===== src/design/armax_residual_filter_assert.svh =====
// Assertion macros for the ARMAX residual filter.
`ifndef ARMAX_RESIDUAL_FILTER_ASSERT_SVH
`define ARMAX_RESIDUAL_FILTER_ASSERT_SVH
// A condition that must hold whenever reset is released.
`define ARF_ASSERT_ALWAYS(label, clk, rstn, cond, msg) \
label: assert property (@(posedge clk) disable iff (!rstn) (cond)) else $error(msg);
// A condition that implies another in the next cycle.
`define ARF_ASSERT_NEXT(label, clk, rstn, ante, cons, msg) \
label: assert property (@(posedge clk) disable iff (!rstn) (ante) |=> (cons)) else $error(msg);
`endif


===== src/design/arf_pkg.sv =====
// ----------------------------------------------------------------------------
// arf_pkg
// Types, constants and helpers shared by the ARMAX residual filter modules.
// ----------------------------------------------------------------------------
`default_nettype none
package arf_pkg;
    localparam int DEF_MAX_AR      = 4;
    localparam int DEF_MAX_EXOG    = 4;
    localparam int DEF_MAX_MA      = 4;
    localparam int DEF_MAX_LAG     = 16;
    localparam int DEF_SAMPLE_BITS = 32;
    localparam int EXOG_INPUTS     = 4;

    localparam logic [2:0] REG_HAS_CONST = 3'd0;
    localparam logic [2:0] REG_AR_COUNT  = 3'd1;
    localparam logic [2:0] REG_EXOG_CNT  = 3'd2;
    localparam logic [2:0] REG_MA_COUNT  = 3'd3;
    localparam logic [2:0] REG_WARMUP    = 3'd4;
    localparam logic [2:0] REG_CONST     = 3'd5;

    localparam logic MODE_SAMPLE = 1'b0;
    localparam logic MODE_LOAD   = 1'b1;

    typedef struct packed {
        logic               mode;
        logic signed [31:0] y_sample;
        logic signed [31:0] exog_0;
        logic signed [31:0] exog_1;
        logic signed [31:0] exog_2;
        logic signed [31:0] exog_3;
        logic [30:0]        sigma_value;
        logic [3:0]         slot;
        logic signed [31:0] coef_value;
        logic [4:0]         lag_value;
    } in_item_t;

    typedef struct packed {
        logic signed [31:0] scaled_residual;
        logic signed [31:0] raw_residual;
        logic               saturated;
        logic               sigma_zero;
        logic               in_warmup;
    } out_item_t;

    typedef enum logic [2:0] {
        ST_IDLE, ST_MAC, ST_ROUND, ST_DIV, ST_OUT
    } state_t;

    // Controller to datapath.
    typedef struct packed {
        logic       start;     // latch item, preset accumulator from sample and constant
        logic       mac;       // one product step
        logic [5:0] term;      // term index of the product step
        logic       round;     // round and saturate the sum
        logic       div_start;
        logic       div_step;
        logic       commit;    // push histories, load output register
    } dp_cmd_t;

    // Datapath to controller.
    typedef struct packed {
        logic warm;            // the latched sample lies in the warmup window
        logic div_skip;        // sigma zero: no division needed
    } dp_stat_t;
endpackage
`default_nettype wire


===== src/design/arf_ctrl.sv =====
// ----------------------------------------------------------------------------
// arf_ctrl
// Sequencer: walks the product terms, the divider steps and the output hand-off.
// ----------------------------------------------------------------------------
`default_nettype none
module arf_ctrl
    import arf_pkg::*;
#(
    parameter int NTERMS = 12
) (
    input  wire logic     aclk,
    input  wire logic     aresetn,
    input  wire logic     s_valid,
    output logic          s_ready,
    input  wire logic     s_mode,
    input  wire logic     out_busy,   // output register still holds a beat
    output dp_cmd_t       cmd,
    input  wire dp_stat_t stat
);
    state_t     state_reg, state_next;
    logic [5:0] cnt_reg, cnt_next;
    logic [5:0] dcnt_reg, dcnt_next;

    always_ff @(posedge aclk) begin
        if (!aresetn) begin
            state_reg <= ST_IDLE;
            cnt_reg   <= '0;
            dcnt_reg  <= '0;
        end else begin
            state_reg <= state_next;
            cnt_reg   <= cnt_next;
            dcnt_reg  <= dcnt_next;
        end
    end

    always_comb begin
        state_next = state_reg;
        cnt_next   = cnt_reg;
        dcnt_next  = dcnt_reg;
        case (state_reg)
            ST_IDLE: begin
                if (s_valid && s_mode == MODE_SAMPLE) begin
                    state_next = ST_MAC;
                    cnt_next   = '0;
                end
            end
            ST_MAC: begin
                // The last count issues no product; it lets the final one land.
                if (stat.warm) begin
                    state_next = ST_OUT;
                end else if (cnt_reg == 6'(NTERMS)) begin
                    state_next = ST_ROUND;
                end else begin
                    cnt_next = cnt_reg + 6'd1;
                end
            end
            ST_ROUND: begin
                state_next = ST_DIV;
                dcnt_next  = '0;
            end
            ST_DIV: begin
                if (stat.div_skip || dcnt_reg == 6'd48) begin
                    state_next = ST_OUT;
                end else begin
                    dcnt_next = dcnt_reg + 6'd1;
                end
            end
            ST_OUT: begin
                if (!out_busy) state_next = ST_IDLE;
            end
            default: state_next = ST_IDLE;
        endcase
    end

    always_comb begin
        cmd       = '0;
        s_ready   = 1'b0;
        cmd.term  = cnt_reg;
        case (state_reg)
            ST_IDLE: begin
                s_ready   = 1'b1;
                cmd.start = s_valid && s_mode == MODE_SAMPLE;
            end
            ST_MAC:   cmd.mac = !stat.warm && cnt_reg < 6'(NTERMS);
            ST_ROUND: cmd.round = 1'b1;
            ST_DIV: begin
                cmd.div_start = dcnt_reg == 6'd0;
                cmd.div_step  = dcnt_reg != 6'd0;
            end
            ST_OUT:   cmd.commit = !out_busy;
            default: ;
        endcase
    end
endmodule
`default_nettype wire


===== config.mk =====
export PLATFORM = sky130hd
export DESIGN_NAME = arf_ctrl
export DESIGN_NICKNAME = d
export VERILOG_FILES = /design/src/design/armax_residual_filter_assert.svh /design/src/design/arf_pkg.sv /design/src/design/arf_ctrl.sv
export SDC_FILE = /design/constraint.sdc
export NUM_CORES = 1
export LEC_CHECK = 0
export BUFFER_PORTS_ARGS = -buffer_cell sky130_fd_sc_hd__buf_2
export CELL_PAD_IN_SITES_DETAIL_PLACEMENT = 2
export CELL_PAD_IN_SITES_GLOBAL_PLACEMENT = 2
export CORE_AREA = 4 4 60 62
export CTS_CLUSTER_SIZE = 8
export DETAILED_ROUTE_END_ITERATION = 12
export DIE_AREA = 0 0 64 66
export GPL_TIMING_DRIVEN = 0
export PLACE_DENSITY = 0.75
export SLEW_MARGIN = 10
export SYNTH_ARGS = -nofsm -noshare
export SYNTH_HDL_FRONTEND = slang
export SYNTH_SLANG_ARGS = --single-unit

===== constraint.sdc =====
create_clock -name aclk -period 2.18 [get_ports aclk]
set_input_delay 0.109 -clock aclk [delete_from_list [all_inputs] [get_ports aclk]]
set_output_delay 0.109 -clock aclk [all_outputs]
set_load 0.005 [all_outputs]

==> metrics <==
Slew Viols, Final=0; Main synth FF type=sky130_fd_sc_hd__dfxtp_1; clock tree from TritonCTS=yes; average routed wire per standard cell=14.7 um; count of unique library cells instantiated by Yosys=38; Remaining DRCs=0; most common library cell in the layout ignoring fill and taps=sky130_fd_sc_hd__buf_2; routability congestion estimate from global placement=0.762; area occupied by registers=300 um2; r2r worst-path depth=6; worst min-delay path class=primary input to flip-flop; run status=complete, no violations; total clock buffers created by CTS=3; count of inserted antenna diode cells=0; count of warnings emitted by yosys=0; Core Box Area=3030 um2; Relative slew margins=70.7%; total of hold buffers inserted after clock tree synthesis=0; Crit Path Class=flip-flop to primary output; number of antenna violations at the first check in global routing=0; P per Cell Area=470 nW/um2; final layout net count=140; Static Leakage=0.461 nW; drt pass-1 iters=4; leading cell types in the layout, fill and taps excluded=sky130_fd_sc_hd__buf_2, sky130_fd_sc_hd__dfxtp_1, sky130_fd_sc_hd__nor2_1, sky130_fd_sc_hd__nand2_1, sky130_fd_sc_hd__inv_1; Post-Place Cell Area=1050 um2; endpoint type of the worst setup path=primary output; Die H=66 um; average cell area after synthesis=8.51 um2; count of buffers added by post-CTS timing repair for setup=0; Setup violations, final=0; Post-Route Setup TNS=0 ps; PostCTS Resize Cnt=0; number of synthesized flops with an enable pin=0; maximum fanout along the worst path=10; post-detailed-route count of antenna-violating nets=0; crit path setup slack, layout=286 ps; number of fill cells in the layout=356; Clock Latency Late Sink=300 ps; Max rail drop VDD=0.185 mV; Initial Util=29.8%; post-route design area=1070 um2; final wirelength=2530 um; level count of the clock H-tree=1; netlist area before placement=902 um2; x dimension of the die=64 um; Tot Pwr=505 uW; post-synthesis sequential element count=15; Final min period=1890 ps; ratio of cells with drive above 1 in the final layout=26.6%; Worst Setup Start Kind=flip-flop; Multi-input gate area=546 um2; CTS root buffer=sky130_fd_sc_hd__clkbuf_4; via count=874; via density per instance=5.08; number of port buffers=18; global-route wire length before repair=4340 um; setup repair after global routing missed its margin=false; max-capacitance violation count=0; cell with the largest stage delay on the worst path=sky130_fd_sc_hd__or4b_4; most repeated library cell on the critical path=sky130_fd_sc_hd__buf_6; pin count of the biggest net entering global routing=11; number of cells produced by synthesis=106; num rows=20; Global Route Usage Sum=13.1%; instance count along the most critical hold path=2; Max Clk Rate=528 MHz; worst slack at placement=305 ps; Critical Path RT=2070 ps; clock net sink count=15; vias in the first global route=937; sequential-to-total area share from yosys stat=33.3%; transition time at the pin with the least slew margin=437 ps; period utilisation layout=86.9%; total global routing overflow=0; buffers from clock root to sink, at most=2; clock slew seen by the registers of the worst setup and hold paths=100 ps; net count after synthesis=117; Max stage delay on crit path=530 ps; Clock Skew=4.89 ps; growth of design area from synthesis to finish=19.0%; share of async-settable or async-resettable flops after synthesis=0%; number of primary I/O pins=20; DP HPWL=1980 um; floorplan die area=4220 um2; Critical Path, Cell by Cell=buf_6 -> or4b_4 -> buf_6 -> nor4_1 -> buf_2; worst path arrival time=1780 ps; number of hold violations in the final report=0; number of DRC markers in iteration 0=43
-- critical path, delay by kind of cell, from the launching register on --
kind | cells | cell delay, ps
and+or+nand+nor | 2 | 730
buffers and inverters | 3 | 430
DFF | 1 | 320
-- kinds of logic (layout without fill, tap and decap cells) --
kind of cell	after synthesis	after routing	synth area share, %
xor gates and xnor gates	4	4	3.88
buffers and inverters	10	32	6.24
muxes	1	1	1.11
adders and majority gates	4	4	5.55
and+or+nand+nor	52	52	32.9
AOI/OAI and AO/OA	20	20	17.1
DFF	15	15	33.3
-- synthesized netlist by cell type (2+ instances only) --
master	count	area, um2
sky130_fd_sc_hd__nand3b_1	3	22.5
sky130_fd_sc_hd__nand3_1	3	15.0
sky130_fd_sc_hd__nand2_1	12	45.0
sky130_fd_sc_hd__nor4_1	3	18.8
sky130_fd_sc_hd__a31oi_1	2	12.5
sky130_fd_sc_hd__o21ai_0	2	10.0
sky130_fd_sc_hd__nor3_1	3	15.0
sky130_fd_sc_hd__buf_6	2	22.5
sky130_fd_sc_hd__and2_2	2	15.0
sky130_fd_sc_hd__nor2_1	12	45.0
sky130_fd_sc_hd__xor2_1	4	35.0
sky130_fd_sc_hd__a21oi_1	4	20.0
sky130_fd_sc_hd__dfxtp_1	15	300
sky130_fd_sc_hd__nor3b_1	2	15.0
sky130_fd_sc_hd__inv_1	7	26.3
sky130_fd_sc_hd__o221a_1	2	22.5
sky130_fd_sc_hd__ha_1	4	50.1
sky130_fd_sc_hd__o21bai_1	2	15.0
sky130_fd_sc_hd__nand4_1	3	18.8
-- area by class of cell --
| class | instances | area share (%) |
|---|---|---|
| Inverter | 7 | 2.45 |
| Multi-Input combinational cell | 81 | 50.8 |
| Buffer | 3 | 2.80 |
| Tap cell | 44 | 5.13 |
| Clock buffer | 4 | 2.45 |
| Sequential cell | 15 | 28.0 |
| Timing Repair Buffer | 18 | 8.39 |
-- final timing paths --
| path | startpoint | endpoint | slack (ps) |
|---|---|---|---|
| max reg2reg | dcnt_reg[0] | dcnt_reg[1] | 300 |
| min | aresetn | cnt_reg[5] | 120 |
| min reg2reg | cnt_reg[0] | cnt_reg[0] | 550 |
| max | state_reg[1] | cmd[10] | 290 |
-- per-stage QoR --
step / utilization (%) / instances / hold WS, ps
global route: 35.5 / 172 / 137
CTS: 35.5 / 172 / 127
floorplan: - / 106 / 252
finish: 35.5 / 172 / 121
detailed placement: 34.6 / 168 / 454
global placement: 34.6 / 168 / 431
-- routing by layer --
layer / part of all wire, % / vias to the layer above / global-route usage [%] / routed length, um
li1: - / 422 / - / -
met3: 3.1 / 5 / 2.55 / 79
met4: 1.5 / 0 / 4.04 / 38
met1: 47 / 430 / 15.6 / 1180
met2: 49 / 17 / 23.5 / 1230
met5: 0 / - / 0 / 0
-- power by group --
part	leakage (nW)	internal, mW	switching [mW]
sequential	0.121	0.276	0.00520
combinational	0.325	0.0230	0.0269
clock	0.0150	0.0713	0.102
total	0.461	0.371	0.134
(Power assumes the default switching activity.)
